<file path="config.mk">
export PLATFORM = sky130hd
export DESIGN_NAME = swh_div
export DESIGN_NICKNAME = d
export VERILOG_FILES = /design/src/swh_div.sv
export SDC_FILE = /design/constraint.sdc
export NUM_CORES = 1
export LEC_CHECK = 0
export BUFFER_PORTS_ARGS = -buffer_cell sky130_fd_sc_hd__buf_2
export CORE_MARGIN = 4
export CORE_UTILIZATION = 27
export DETAILED_ROUTE_END_ITERATION = 7
export GPL_TIMING_DRIVEN = 0
export SLEW_MARGIN = 5
export SYNTH_ARGS = -nofsm -noshare
export SYNTH_HDL_FRONTEND = slang
export SYNTH_SLANG_ARGS = --single-unit
</file>
<file path="constraint.sdc">
create_clock -name clk -period 4.5 [get_ports clk]
set_input_delay 0.9 -clock clk [delete_from_list [all_inputs] [get_ports clk]]
set_output_delay 0.9 -clock clk [all_outputs]
set_load 0.02 [all_outputs]
</file>
<file path="src/swh_div.sv">
// Restoring divider, one quotient bit per cycle.
module swh_div #(
  parameter int NW = 32,
  parameter int DW = 9
) (
  input  logic          clk,
  input  logic          rst_n,
  input  logic          start,
  input  logic [NW-1:0] num,
  input  logic [DW-1:0] den,
  output logic          done,
  output logic [NW-1:0] quo
);
  localparam int CW = $clog2(NW + 1);
  logic [NW-1:0] q_r;
  logic [DW:0]   rem_r;
  logic [CW-1:0] cnt_r;
  logic          busy_r;
  logic [DW:0]   trial;

  assign trial = {rem_r[DW-1:0], q_r[NW-1]};
  assign quo = q_r;

  always_ff @(posedge clk) begin
    if (!rst_n) begin
      busy_r <= 1'b0;
      done   <= 1'b0;
      cnt_r  <= '0;
    end else begin
      done <= 1'b0;
      if (start) begin
        busy_r <= 1'b1;
        q_r    <= num;
        rem_r  <= '0;
        cnt_r  <= CW'(NW);
      end else if (busy_r) begin
        if (trial >= {1'b0, den}) begin
          rem_r <= trial - {1'b0, den};
          q_r   <= {q_r[NW-2:0], 1'b1};
        end else begin
          rem_r <= trial;
          q_r   <= {q_r[NW-2:0], 1'b0};
        end
        cnt_r <= cnt_r - 1'b1;
        if (cnt_r == CW'(1)) begin
          busy_r <= 1'b0;
          done   <= 1'b1;
        end
      end
    end
  end
endmodule
</file>
==> impl_metrics.yaml, run 1 <==
placement:
  io_buffers: 75
  gpl.final_weighted_congestion: 0.763
  dp_hpwl_um: 4090
critical_path:
  critical_path_peak_fanout: 10
  critPathArrivalTime_ns: 2.79
  r2r-end: "quo[0]"
  timing_worst_setup_path_type: "in2reg"
  critPathCaptureType: "flop"
  required_arrival_time_at_the_worst_endpoint_ns: 4.55
  worst_r2r_path_depth: 9
  slowest_stage: "sky130_fd_sc_hd__fa_1"
  r2r_slack_ns: 1.91
  timing.critical_path.cells: "buf_2 > ha_1 > inv_1 > fa_1 > a21o_1 > a221oi_4 > a31oi_4 > buf_6 > mux2_2"
  cp-start-kind: "input port"
  slowest_delay_ns: 0.39
  reg2reg_from: "quo[31]"
sta:
  report.final.setup_viol: 0
  number_of_endpoints_with_negative_hold_slack_in_the_final_report: 0
  relSlewSlack: 0.632
  achievable-frequency_mhz: 365
  finalWorstPathRequiredPeriod_ns: 2.74
  finClkSkew_ns: 0.00503
  setup_repair_after_global_routing_missed_its_margin: "no"
  period_share: 0.609
  totalNegativeSetupSlack_ns: 0
  worst_slew_pin_slew_ns: 0.553
  timing.final.max_slew_violations: 0
clock_network:
  tritoncts.num_buffers: 5
  worst_skew_pair.late_latency_ns: 0.29
  cts-root-to-sink-buffers: 2
  cts_setup_buffers: 0
  cts-resized-gates: 0
  cts.reportedPaths.clkPinSlew_ns: 0.09
  cts.htree.levels: 2
  cts_sinks: 49
  cts_root_buf: "sky130_fd_sc_hd__clkbuf_8"
  cts.hold.buffers_added: 0
  cts_tree: "yes"
power_and_ir_drop:
  power.share.sequential: 0.502
  power.switching_fraction: 0.278
  ir_drop_v: 0.000129
  fin_total_pwr_mw: 1.10
  power.share.combinational: 0.239
  power.leakage_nw: 1.32
  cellPowerDensity_nw_per_um2: 340
  internal_power_uw: 796
  power.net_switching_uw: 306
  share_clk_of_total_power: 0.259
floorplanning:
  core_area_sq_um: 9280
  fp-row-count: 35
  chipHeight_um: 106
  fp.dieArea_sq_um: 11200
  boundaryPins: 77
  initial_utilization: 0.278
  die-width_um: 106
yosys:
  synth_top_flop_cell: "sky130_fd_sc_hd__edfxtp_1"
  synth.net_count: 249
  synth_edf_count: 41
  syn-cell-area_sq_um: 2580
  async_reset_ff_frac: 0
  netlist-cell-type-count: 43
  synthesis.instances: 193
  synthesis_stage_register_bit_count: 49
  ys_seq_area_frac: 0.540
  syn-mean-instance-area_sq_um: 13.4
  synth.yosys.warnings: 0
global_route:
  grt_start_max_net_pins: 27
  globalRouteMet2Util: 0.158
  globalRouteMet1Util: 0.123
  antenna_violations_before_repair: 0
  grt_overall_usage: 0.0961
  grt_util_met3: 0.0294
  number_of_global_route_vias_before_repair: 1807
  global_route_wire_length_before_repair_um: 8750
  gr-total-overflow: 0
  grt.busiest_layer: "met2"
job:
  maxCapViolCount: 0
hold_path:
  worst_hold_path.endpoint: "cnt_r[0]"
  hold_start: "cnt_r[0]"
  whs_path_depth: 2
  worstHoldPathType: "reg2reg"
drt:
  aggregate_routed_wire_length_um: 5350
  route.detailed.wl_per_inst_um: 13.2
  detail_route.first_pass.iterations: 4
  drt_iter0_drc: 37
  route.vias.total: 1725
  routed_via_density: 4.25
  remaining_drc_errors: 0
  drtAntennaViolNets: 0
layout:
  mostFrequentLayoutCells: "sky130_fd_sc_hd__buf_2 (75), sky130_fd_sc_hd__edfxtp_1 (41), sky130_fd_sc_hd__mux2_2 (32)"
  layout_commonest_cell: "sky130_fd_sc_hd__buf_2"
  areaGrowthSynthToFinish_pct: 25.6
  final_net_count: 332
  insertedDiodeCount: 0
  final_layout_size_suffix_gt1_frac: 0.462
run_status:
  run_status: "finished clean"
power groups by stage:
stage          Sequential [mW]  Clock [mW]  Combinational [mW]
3_3_place_gp             0.565           0               0.260
2_1_floorplan            0.585           0               0.169
5_1_grt                  0.558       0.317               0.289
3_5_place_dp             0.564           0               0.265
6_report                 0.553       0.285               0.263
4_1_cts                  0.554       0.298               0.267
metal layers:
| layer | vias to the layer above | wire, um |
|---|---|---|
| li1 | 882 | - |
| met1 | 794 | 2480 |
| met2 | 44 | 2510 |
| met3 | 5 | 316 |
| met4 | 0 | 49 |
| met5 | - | 0 |
registers in the layout (all words and copies together) (netlist names):
register and count:
done 1, quo 32, rem_r 9, cnt_r 6, busy_r 1
through the flow:
step	utilization	setup slack (ns)	cells	hold WS (ns)	cell area [sq um]
global placement	0.336	1.17	397	0.478	3120
CTS	0.349	1.76	406	0.502	3240
global route	0.349	1.67	406	0.517	3240
floorplan	-	1.69	193	0.462	2580
finish	0.349	1.76	406	0.503	3240
detailed placement	0.338	1.44	398	0.486	3140
worst max path at each step:
stage           start      end  slack, ns  cells after the start
3_5_place_dp   den[0]   quo[0]       1.44                      9
4_1_cts        den[0]   quo[0]       1.76                      9
6_report       den[0]   quo[0]       1.76                      9
3_3_place_gp    start  quo[18]       1.17                      2
2_1_floorplan  den[0]   quo[0]       1.69                      8
5_1_grt        den[0]   quo[0]       1.67                      9
synthesized netlist by cell type (all sizes together) (3+ instances only):
master,instances,share of area
a211oi,5,0.021
mux2,33,0.15
dfxtp,8,0.062
ha,11,0.053
edfxtp,41,0.48
xnor2,4,0.014
inv,16,0.023
o21a,4,0.012
nand2,4,0.0058
a21o,5,0.017
nor2,13,0.019
buf,3,0.0073
mux2i,3,0.012
a31oi,3,0.013
clkbuf,3,0.0044
xor2,3,0.010
o21ai,3,0.0058
nand3,4,0.0078
nor3,4,0.0097
a21oi,4,0.0078
layout make-up:
| type | count | area [sq um] |
|---|---|---|
| sequential | 49 | 1390 |
| tap | 129 | 161 |
| clock buffer | 7 | 96.3 |
| multi-input combinational | 122 | 1100 |
| inverter | 16 | 60.1 |
| buffer | 6 | 30.0 |
| timing repair buffer | 76 | 395 |
| fill | 964 | 6050 |
| clock inverter | 1 | 5.00 |
critical path, delay by kind of cell:
kind            cells  cell delay, ns
fa+ha+maj           2            0.54
buf+inv             3            0.31
compound gates      3            0.76
mux                 1            0.27
logic make-up (layout without fill, tap and decap cells):
kind of cell | count (synthesis) | count (layout) | synth area share
DFF | 49 | 49 | 0.540
AOI/OAI and AO/OA | 30 | 30 | 0.111
and+or+nand+nor | 37 | 37 | 0.0723
muxes | 36 | 36 | 0.157
xor gates and xnor gates | 7 | 7 | 0.0238
adders and majority gates | 12 | 12 | 0.0611
buffers and inverters | 22 | 106 | 0.0349
Note: power is estimated with default switching activity, not from simulation.
==> run 2, diff against run 1 <==
clock period = 2.63 ns   (was 4.5 ns; I/O delays follow)
==> run 2 against run 1 <==
Utilization grew 0.24 points; clock-buffer cell count is the same; setup slack lost 1.6 ns; final area grew 0.70%; clock skew is essentially flat; largest cell class unchanged; largest power group unchanged.
==> impl_metrics.yaml, run 2 (synthesis gave the netlist of run 1 again) <==
job:
  maxCapViolCount: 0
drt:
  route.vias.total: 1735
  detail_route.first_pass.iterations: 4
  wl_met2_um: 2530
  aggregate_routed_wire_length_um: 5380
  met3_wirelength_um: 298
  drtAntennaViolNets: 0
  drt_iter0_drc: 36
  post_route_m1_wl_um: 2500
  route.detailed.wl_per_inst_um: 13.2
  maxUsedRoutingLayer: "met4"
  remaining_drc_errors: 0
  routed_via_density: 4.24
critical_path:
  cp-start-kind: "flop"
  timing.critical_path.cells: "inv_1 > ha_1 > inv_1 > fa_1 > a21o_1 > a221oi_4 > a31oi_4 > buf_6 > mux2_2"
  cell_type_group_with_the_largest_total_delay_on_the_critical_path: "compound AO/OA/AOI/OAI gates"
  critical_path_peak_fanout: 10
  required_arrival_time_at_the_worst_endpoint_ns: 2.68
  timing_worst_setup_path_type: "reg2reg"
  critPathArrivalTime_ns: 2.55
  slowest_stage: "sky130_fd_sc_hd__edfxtp_1"
  slowest_delay_ns: 0.42
  critPathCaptureType: "flop"
  path_buf_inv: 3
  cpMostUsedCell: "sky130_fd_sc_hd__inv_1"
power_and_ir_drop:
  power.leakage_nw: 1.34
  ir_drop_v: 0.000220
  cellPowerDensity_nw_per_um2: 581
clock_network:
  cts_sinks: 49
  cts_tree: "yes"
  tritoncts.num_buffers: 5
  cts_root_buf: "sky130_fd_sc_hd__clkbuf_8"
  cts_setup_buffers: 0
  cts-root-to-sink-buffers: 2
  cts.htree.levels: 2
  cts.reportedPaths.clkPinSlew_ns: 0.09
  worst_skew_pair.late_latency_ns: 0.29
  cts.hold.buffers_added: 0
  cts-resized-gates: 0
layout:
  final_core_utilization: 0.351
  final_layout_size_suffix_gt1_frac: 0.468
  mostFrequentLayoutCells: "sky130_fd_sc_hd__buf_2 (75), sky130_fd_sc_hd__edfxtp_1 (41), sky130_fd_sc_hd__mux2_2 (32)"
  layout_commonest_cell: "sky130_fd_sc_hd__buf_2"
  insertedDiodeCount: 0
  areaGrowthSynthToFinish_pct: 26.4
  final_net_count: 335
  largest_reg_flops: 32
sta:
  finClkSkew_ns: 0.00503
  period_share: 0.948
  report.final.setup_viol: 0
  worst_hold_slack_ns: 0.479
  relSlewSlack: 0.632
  number_of_endpoints_with_negative_hold_slack_in_the_final_report: 0
  timing.final.max_slew_violations: 0
  finalWorstPathRequiredPeriod_ns: 2.49
  achievable-frequency_mhz: 401
  worst_slew_pin_slew_ns: 0.553
run_status:
  run_status: "finished clean"
global_route:
  antenna_violations_before_repair: 0
  number_of_global_route_vias_before_repair: 1807
  global_route_wire_length_before_repair_um: 8750
  grt_overall_usage: 0.0961
  grt_start_max_net_pins: 27
  gr-total-overflow: 0
floorplanning:
  fp-row-count: 35
  initial_utilization: 0.278
  core_area_sq_um: 9280
  die-width_um: 106
  boundaryPins: 77
  fp.dieArea_sq_um: 11200
  chipHeight_um: 106
placement:
  io_buffers: 75
  gpl.final_weighted_congestion: 0.763
  dp_hpwl_um: 4090
hold_path:
  worstHoldPathType: "in2reg"
## run 2: metrics by stage
step	setup WS [ns]	instances	setup TNS, ns	instance area [sq um]	total power, mW
floorplan	0.142	193	0	2580	1.29
global placement	-0.329	397	-13.70	3120	1.41
detailed placement	-0.0559	398	-0.0861	3140	1.42
CTS	0.0219	406	0	3240	1.91
global route	-0.00861	409	-0.00861	3260	2.00
finish	0.138	409	0	3260	1.89
## run 2: layout make-up
cell class / instances / area, sq um
Clock inverter: 1 / 5.00
Timing Repair Buffer: 79 / 418
Multi-Input combinational cell: 122 / 1100
Buffer: 6 / 30.0
Fill cell: 963 / 6020
Inverter: 16 / 60.1
Clock buffer: 7 / 96.3
Sequential cell: 49 / 1390
Tap cell: 129 / 161
## run 2: path summary, 6_finish.rpt
path,from,end,slack (ns),depth (start not counted)
max reg2reg,quo[31],quo[0],0.14,9
min reg2reg,cnt_r[0],cnt_r[0],0.50,2
min,rst_n,cnt_r[5],0.48,2
max,quo[31],quo[0],0.14,9
## run 2: power breakdown
part	internal, mW	total, mW	switching, mW
Clock	0.238	0.488	0.250
Sequential	0.914	0.946	0.0313
Combinational	0.217	0.460	0.244
## run 2: layer usage
metal / vias to the layer above / track usage
met5: - / 0
met4: 0 / 0.0250
met3: 5 / 0.0294
met2: 42 / 0.158
met1: 800 / 0.123
li1: 888 / -
