`src/swh_ram.sv`:
```
// Simple dual-port RAM: one write port and one registered read port.
module swh_ram #(
  parameter int DEPTH = 66,
  parameter int WIDTH = 9
) (
  input  logic                     clk,
  input  logic                     we,
  input  logic [$clog2(DEPTH)-1:0] waddr,
  input  logic [WIDTH-1:0]         wdata,
  input  logic [$clog2(DEPTH)-1:0] raddr,
  output logic [WIDTH-1:0]         rdata
);
  logic [WIDTH-1:0] mem [DEPTH];

  always_ff @(posedge clk) begin
    if (we) begin
      mem[waddr] <= wdata;
    end
    rdata <= mem[raddr];
  end
endmodule

```
`config.mk`:
```
export PLATFORM = sky130hd
export DESIGN_NAME = swh_ram
export DESIGN_NICKNAME = d
export VERILOG_FILES = /design/src/swh_ram.sv
export SDC_FILE = /design/constraint.sdc
export NUM_CORES = 1
export LEC_CHECK = 0
export BUFFER_PORTS_ARGS = -buffer_cell sky130_fd_sc_hd__buf_2
export CORE_ASPECT_RATIO = 1.2
export CORE_MARGIN = 3
export CORE_UTILIZATION = 48
export DETAILED_ROUTE_END_ITERATION = 8
export GPL_TIMING_DRIVEN = 0
export PLACE_DENSITY_LB_ADDON = 0.15
export SYNTH_ARGS = -nofsm -noshare
export SYNTH_HDL_FRONTEND = slang
export SYNTH_SLANG_ARGS = --single-unit
```
`constraint.sdc`:
```
create_clock -name clk -period 2.36 [get_ports clk]
set_input_delay 0.236 -clock clk [delete_from_list [all_inputs] [get_ports clk]]
set_output_delay 0.236 -clock clk [all_outputs]
set_load 0.1 [all_outputs]
```
==> results of run 1 <==
## kinds of logic (layout without fill, tap and decap cells)
logic type | after synthesis | count (layout)
simple gates | 150 | 150
buf+inv | 51 | 187
mux | 196 | 196
compound gates | 26 | 26
flops | 603 | 603
## critical path, stage by stage (launching register included)
cell and delay (ns):
edfxtp_1 0.37, mux4_2 0.50, mux4_2 0.52, nor2b_1 0.16
a31oi_1 0.44, nand3_1 0.17
## routing by layer
layer,vias up,share of wire,GRT usage,wire (microns)
li1,4515,-,-,-
met1,5754,0.41,0.293,21300
met2,338,0.51,0.351,26400
met3,97,0.057,0.0363,2940
met4,4,0.027,0.0573,1420
met5,-,0.00052,0,27
## state kept, by name (all words and copies together), names as in the netlist
| signal | flops |
|---|---|
| rdata | 9 |
| mem | 594 |
## path summary, 6_finish.rpt
check | endpoint | startpoint | cells after the start | slack, ns
worst max-delay path | rdata[2] | mem[36][2] | 5 | 0.07
worst max register to register | rdata[2] | mem[36][2] | 5 | 0.07
worst min-delay path | rdata[3] | raddr[5] | 4 | 0.09
worst min register to register | rdata[3] | mem[64][3] | 3 | 0.62
## power breakdown
group	internal (mW)	switching, mW	total, mW	leakage [nW]
Clock	5.22	3.90	9.12	0.893
Sequential	11.8	0.0125	11.8	5.42
Combinational	0.400	0.769	1.17	1.71
Total	17.4	4.69	22.1	8.02
## layout by cell type (no fill, tap or decap), types with 9 or more instances in the layout
| master | instances |
|---|---|
| edfxtp_1 | 594 |
| mux4_2 | 167 |
| nor2_1 | 67 |
| clkbuf_16 | 59 |
| buf_2 | 41 |
| clkbuf_1 | 31 |
| nand2_1 | 24 |
| nand3_1 | 21 |
| clkinv_1 | 20 |
| mux2i_1 | 17 |
| nor2b_1 | 15 |
| mux2_2 | 12 |
| buf_6 | 9 |
| dfxtp_1 | 9 |
## final cells by class
type                            count  area [sq um]
Sequential cell                   603         18000
Multi-Input combinational cell    372          4940
Tap cell                          623           779
Buffer                             50           277
Clock inverter                     36           320
Timing Repair Buffer               29           158
Clock buffer                       72          1530
Fill cell                        3617         21300
## what timing repair did
| action | in CTS | in global routing |
|---|---|---|
| cloned | 0 | 0 |
| setup endpoints to repair | 4 | 4 |
| resized for setup | 0 | 6 |
## metrics by stage
stage / std cells / hold slack, ns
final: 1785 / 0.0910
after global routing: 1785 / 0.113
after CTS: 1785 / 0.0515
after detailed placement: 1678 / 0.607
after global placement: 1676 / 0.609
after floorplan: 1026 / 0.335
==> out/metrics.yaml, run 1 <==
outcome:
  status: "complete, no violations"
synth:
  synth_top_area_frac: 0.768
  ys.flop_type: "edfxtp_1"
  syn_nets: 1051
  yosysWarnings: 0
  muxShareOfSynthArea: 0.175
  yosysMostFrequentCell: "edfxtp_1"
  synthXorXnorAreaFrac: 0
  netlist_area_sq_um: 23200
  ys_types: 26
  synth-seq-area-share: 0.776
  avgSynthCellArea_sq_um: 22.6
  synth_commonest_cells: "edfxtp_1, mux4_2, nor2_1, nand2_1, nand3_1"
  synthAdderAreaFrac: 0
  synth_compound_area_frac: 0.00727
  synth-edff-count: 594
  netlist_instances: 1026
  synth_top_family_by_area: "multiplexers"
  ys_ff_latch: 603
  async_flop_share: 0
  synth_simple_gate_area_frac: 0.0297
  synthTopCellsByArea: "edfxtp_1, mux4_2, nor2_1"
  synth_area_leader_cell: "edfxtp_1"
power:
  ir_drop_uv: 536
  total_power_mw: 22.1
  cellPowerDensity_nw_per_um2: 850
  p_leak_nw: 8.02
timing:
  layout_worst_path_cycle_share: 0.972
  fin_setup_tns_ns: 0
  tightest_slew_ns: 1.35
  slew_violations: 0
  rsz0062_at_grt: "no"
  slew-limit-headroom: 0.102
  finClkSkew_ns: 0.0216
  fmax_mhz: 436
  setup_viol: 0
  fin_crit_ns: 2.29
  final-hold-violation-count: 0
  setup_slack_ns: 0.0660
clock_tree:
  numCtsBuffers: 58
  clk_latency_ns: 0.61
  post_cts_buffers: 0
  cts_tree: "yes"
  htree_levels: 2
  clock_sinks: 603
  cts_buffer_depth: 3
  clk_pin_slew_ns: 0.06
  cts_hold_buf: 0
  root_buffer: "clkbuf_16"
global_route:
  grt_pass1_wl_microns: 76400
  antenna_found_initial: 2
  overflow: 0
  grt_pass1_vias: 11100
  grt_max_degree: 67
  track_usage: 0.211
routing:
  remaining_drc_errors: 0
  dr_total_vias: 10700
  drt_first_pass_iters: 6
  via_per_inst: 6.00
  wl_per_cell_microns: 29.2
  ant_nets: 0
  drt_iter0_markers: 878
  wirelength_microns: 52100
floorplanning:
  core_area_sq_um: 47400
  io_pins: 34
  start_util: 0.490
  die_h_microns: 247
  die_area_sq_um: 51100
  rows: 87
  die_w_microns: 207
flow_run:
  drv_cap: 0
hold_path:
  hold_class: "input pin to register"
placement:
  placed_cell_area_sq_um: 24200
  gp_congestion: 0.844
  dp_hpwl_microns: 32900
  numPortBuffers: 27
  place_ws_ns: -0.784
finish:
  final_area_sq_um: 26000
  fin_nets: 1139
  post-route-util: 0.550
  syn_to_final_growth_pct: 12.1
  drive_above_1_share: 0.271
  diodes: 0
setup_path:
  crit_type: "register to register"
  required_ns: 2.83
  path_max_fanout: 1
  worst_setup_path_start_kind: "register"
  critical_path_arrival_ns: 2.76
  end_kind: "register"
Note: power is estimated with default switching activity, not from simulation.
==> run 2: changes to the inputs <==
clock period = 2.4 ns   (was 2.36 ns; I/O delays follow)
==> run 2 against run 1 <==
Clock power decreased by 2%. Hold slack improved by 0.0036 ns. Global-route usage unchanged. Total power decreased by 1.7%. Critical path depth increased by 2. Sequential cell count unchanged. Clock-buffer cell count unchanged. Sequential share of layout area about the same. Utilization about the same. Via count increased by 0.14%. Design area about the same. Non-clock buffer count unchanged. Critical endpoint unchanged. Largest power group unchanged. Highest routed layer unchanged.
==> out/metrics.yaml, run 2 (synthesized netlist as in run 1, its figures left out) <==
outcome:
  status: "complete, no violations"
routing:
  drt_first_pass_iters: 7
  drt_iter0_markers: 877
  dr_total_vias: 10700
  via_per_inst: 6.01
  remaining_drc_errors: 0
  wirelength_microns: 52100
  ant_nets: 0
  wl_per_cell_microns: 29.2
power:
  total_power_mw: 21.8
  cellPowerDensity_nw_per_um2: 836
  p_leak_nw: 8.01
  ir_drop_uv: 527
finish:
  final_common_cell: "edfxtp_1"
  fill_cells: 3619
  largestRegisters: "mem (594), rdata (9)"
  final_area_sq_um: 26000
  largest_register_ffs: 594
  syn_to_final_growth_pct: 12.1
  fin_nets: 1139
  multi_input_area_sq_um: 4940
  layout_common_cells: "edfxtp_1, mux4_2, nor2_1, clkbuf_16, buf_2"
  largest-register: "mem"
  ff_latch_area_sq_um: 18000
  drive_above_1_share: 0.269
  diodes: 0
setup_path:
  end_kind: "register"
  r2r_slack_ns: 0.11
  crit_type: "input pin to register"
  worst-path-buf-inv: 2
  critPathTopFamily: "multiplexers"
  r2r_cells: 5
  critical_path_arrival_ns: 2.83
  critPathMostFrequentCell: "mux4_2"
  cp.depth: 7
  required_ns: 2.87
  path_cells: "buf_2, buf_1, mux4_2, mux4_2, nor2b_1, a31oi_1, nand3_1"
  cp_slowest_stage_delay_ns: 0.57
  worst_setup_path_start_kind: "input pin"
  path_max_fanout: 10
  critPathSlowestCell: "buf_1"
flow_run:
  drv_cap: 0
clock_tree:
  clk_pin_slew_ns: 0.06
  cts_tree: "yes"
  htree_levels: 2
  root_buffer: "clkbuf_16"
  cts_hold_buf: 0
  numCtsBuffers: 58
  clk_latency_ns: 0.61
  clock_sinks: 603
  cts_buffer_depth: 3
hold_path:
  hold_depth: 4
  hold_class: "input pin to register"
timing:
  fin_setup_tns_ns: 0
  rsz0062_at_grt: "no"
  final-hold-violation-count: 0
  slew-limit-headroom: 0.0789
  slew_violations: 0
  finClkSkew_ns: 0.0219
  fin_crit_ns: 2.36
  layout_worst_path_cycle_share: 0.983
  fmax_mhz: 424
  tightest_slew_ns: 1.38
  setup_viol: 0
floorplanning:
  die_w_microns: 207
  die_area_sq_um: 51100
  core_area_sq_um: 47400
  rows: 87
  start_util: 0.490
  die_h_microns: 247
  io_pins: 34
placement:
  dp_hpwl_microns: 32900
  placed_cell_area_sq_um: 24200
  numPortBuffers: 27
  gp_congestion: 0.844
global_route:
  track_usage: 0.211
  grt_pass1_wl_microns: 76400
  grt_pass1_vias: 11100
  overflow: 0
  antenna_found_initial: 2
  grt_max_degree: 67
-- run 2: per-layer routing --
layer / part of all wire / vias to the layer above / global-route usage
met4: 0.027 / 4 / 0.0573
met2: 0.51 / 339 / 0.351
met1: 0.41 / 5769 / 0.293
met5: 0.00052 / - / 0
met3: 0.055 / 95 / 0.0363
li1: - / 4516 / -
-- run 2: path summary, 6_finish.rpt --
path                   start        to
setup / recovery    raddr[1]  rdata[2]
hold / removal      raddr[5]  rdata[3]
setup reg to reg  mem[36][2]  rdata[2]
hold reg to reg   mem[64][3]  rdata[3]
-- run 2: what timing repair did --
action | in CTS | in global routing
pin swaps | 0 | 0
setup endpoints to repair | 4 | 1
gates resized for setup | 0 | 3
buffers inserted | 0 | 0
-- run 2: final cells by class --
| type | instances | area share |
|---|---|---|
| clock inverters | 36 | 0.0123 |
| multi-input cells | 372 | 0.190 |
| well taps | 623 | 0.0300 |
| flip-flops and latches | 603 | 0.692 |
| plain buffers | 50 | 0.0105 |
| repair buffers | 29 | 0.00606 |
| clock buffers | 72 | 0.0586 |
-- run 2: power by group --
| part | switching, mW | total [mW] | internal, mW |
|---|---|---|---|
| clock | 3.84 | 8.97 | 5.13 |
| combinational | 0.756 | 1.15 | 0.393 |
| sequential | 0.0123 | 11.6 | 11.6 |
-- run 2: tightest hold or removal path, stage by stage --
cell	delay (ns)
buf_2	0.14
nor3_1	0.12
nand2_1	0.09
nand3_1	0.06
-- run 2: metrics by stage --
stage               utilization  hold WS, ns  instances  setup WS (ns)
floorplan                     -        0.339       1026          0.314
finish                    0.549       0.0946       1785         0.0418
global placement          0.510        0.609       1676         -0.754
global route              0.549        0.117       1785         0.0254
detailed placement        0.511        0.607       1678         -0.748
CTS                       0.549       0.0555       1785         0.0507
==> run 3: changes to the inputs <==
REMOVE_ABC_BUFFERS = 1   (was not set)
==> run 3 against run 2 <==
Critical path depth is the same. Hold slack gained 0.046 ns. Combinational power is essentially flat. Clock skew is essentially flat.
==> out/metrics.yaml, run 3 (synthesized netlist as in run 1, its figures left out) <==
timing:
  finClkSkew_ns: 0.0218
  slew_violations: 0
  fmax_mhz: 418
  final-hold-violation-count: 0
  tightest_slew_ns: 1.34
  fin_crit_ns: 2.39
  rsz0062_at_grt: "no"
  setup_slack_ns: 0.00560
  layout_worst_path_cycle_share: 0.998
  hold_ws_ns: 0.141
  slew-limit-headroom: 0.110
  setup_viol: 0
power:
  ir_drop_uv: 574
  cellPowerDensity_nw_per_um2: 838
  p_leak_nw: 8.04
routing:
  drt_iter0_markers: 844
  dr_total_vias: 10500
  ant_nets: 0
  drt_first_pass_iters: 5
  via_per_inst: 5.97
  remaining_drc_errors: 0
  wirelength_microns: 50500
  wl_per_cell_microns: 28.8
floorplanning:
  rows: 87
  start_util: 0.490
  die_w_microns: 207
  die_area_sq_um: 51100
  core_area_sq_um: 47400
  io_pins: 34
  die_h_microns: 247
clock_tree:
  htree_levels: 2
  numCtsBuffers: 57
  clk_pin_slew_ns: 0.06
  cts_buffer_depth: 3
  post_cts_buffers: 0
  cts_tree: "yes"
  root_buffer: "clkbuf_16"
  clock_sinks: 603
  cts_hold_buf: 0
  clk_latency_ns: 0.61
setup_path:
  critical_path_arrival_ns: 2.86
  r2r_end: "rdata[8]"
  critPathMostFrequentCell: "mux4_2"
  worst-path-buf-inv: 2
  r2r_cells: 5
  cp_slowest_stage_delay_ns: 0.51
  required_ns: 2.86
  worst_setup_path_start_kind: "input pin"
  crit_type: "input pin to register"
  end_kind: "register"
  critPathTopFamily: "multiplexers"
  path_cells: "buf_8, buf_16, mux4_2, mux4_2, nor2b_1, a31oi_1, nand3_1"
  r2r_start: "mem[34][8]"
  critPathSlowestCell: "mux4_2"
  path_max_fanout: 90
  r2r_slack_ns: 0.08
placement:
  gp_congestion: 0.786
  numPortBuffers: 33
  dp_hpwl_microns: 28800
  place_ws_ns: -1.15
outcome:
  status: "complete, no violations"
finish:
  fill_cells: 3579
  final_common_cell: "edfxtp_1"
  fin_nets: 1103
  largest-register: "mem"
  syn_to_final_growth_pct: 12.4
  largest_register_ffs: 594
  drive_above_1_share: 0.273
  largestRegisters: "mem (594), rdata (9)"
  layout_common_cells: "edfxtp_1, mux4_2, nor2_1, clkbuf_16, buf_2"
hold_path:
  hold_depth: 3
  hold_class: "input pin to register"
  worstHoldStart: "raddr[6]"
  holdPathEnd: "rdata[0]"
global_route:
  grt_pass1_vias: 10700
  antenna_found_initial: 6
  grt_pass1_wl_microns: 74100
  overflow: 0
  grt_max_degree: 91
  track_usage: 0.204
flow_run:
  drv_cap: 0
## run 3: cell count changes in the layout (fill, tap and decap cells not counted), moves of 5 or more
cell / previous run / this run
buf_6: 9 / 1
clkbuf_1: 32 / 15
buf_2: 41 / 30
clkinv_1: 20 / 14
buf_1: 5 / 0
## run 3: worst max path at each step
stage	endpoint	slack, ns	from	cells past startpoint
final	rdata[8]	0.006	raddr[1]	7
after global routing	rdata[3]	0.004	raddr[0]	8
after CTS	rdata[3]	0.06	raddr[0]	8
after detailed placement	rdata[5]	-1.15	raddr[0]	8
after global placement	rdata[4]	-4.34	raddr[0]	6
after floorplan	rdata[4]	0.64	mem[63][4]	5
## run 3: report_power, final
part           switching [mW]  total (mW)  leakage, nW  internal [mW]
registers              0.0132        11.6         5.42           11.6
clock network            3.77        9.08        0.909           5.30
logic                   0.732        1.14         1.71          0.410
## run 3: area by class of cell
cell class | instances | area (sq um) | share of cell area
diodes | 3 | 7.51 | 0.000288
flip-flops and latches | 603 | 18000 | 0.691
clock buffers | 76 | 1560 | 0.0598
repair buffers | 44 | 439 | 0.0168
multi-input cells | 372 | 4960 | 0.190
clock inverters | 31 | 328 | 0.0126
well taps | 623 | 779 | 0.0299
## run 3: metal layers
metal	vias to the layer above	wire length [microns]	global-route usage
met5	-	45	0
met3	79	3110	0.0448
met2	318	25600	0.335
li1	4446	-	-
met1	5608	20800	0.283
met4	6	977	0.0470
## run 3: repair_timing
item	in CTS	in global routing
gates resized for setup	2	1
cloned	3	1
endpoints found under the setup margin	8	5
## run 3: stage by stage
| step | TNS [ns] | total power [mW] | cell area (sq um) | util | std cells |
|---|---|---|---|---|---|
| 5_1_grt | 0 | 22.5 | 26100 | 0.551 | 1749 |
| 6_report | 0 | 21.9 | 26100 | 0.551 | 1752 |
| 4_1_cts | 0 | 22.1 | 26100 | 0.550 | 1748 |
| 3_3_place_gp | -49.69 | 13.0 | 23900 | 0.504 | 1631 |
| 2_1_floorplan | 0 | 12.4 | 22900 | - | 975 |
| 3_5_place_dp | -12.97 | 13.0 | 24100 | 0.508 | 1638 |
## run 3: worst reg2reg max path, stage by stage (launching register included)
cell and delay, ns:
edfxtp_1 0.38, mux4_2 0.53, mux4_2 0.50, nor2b_1 0.15
a31oi_1 0.45, nand3_1 0.18
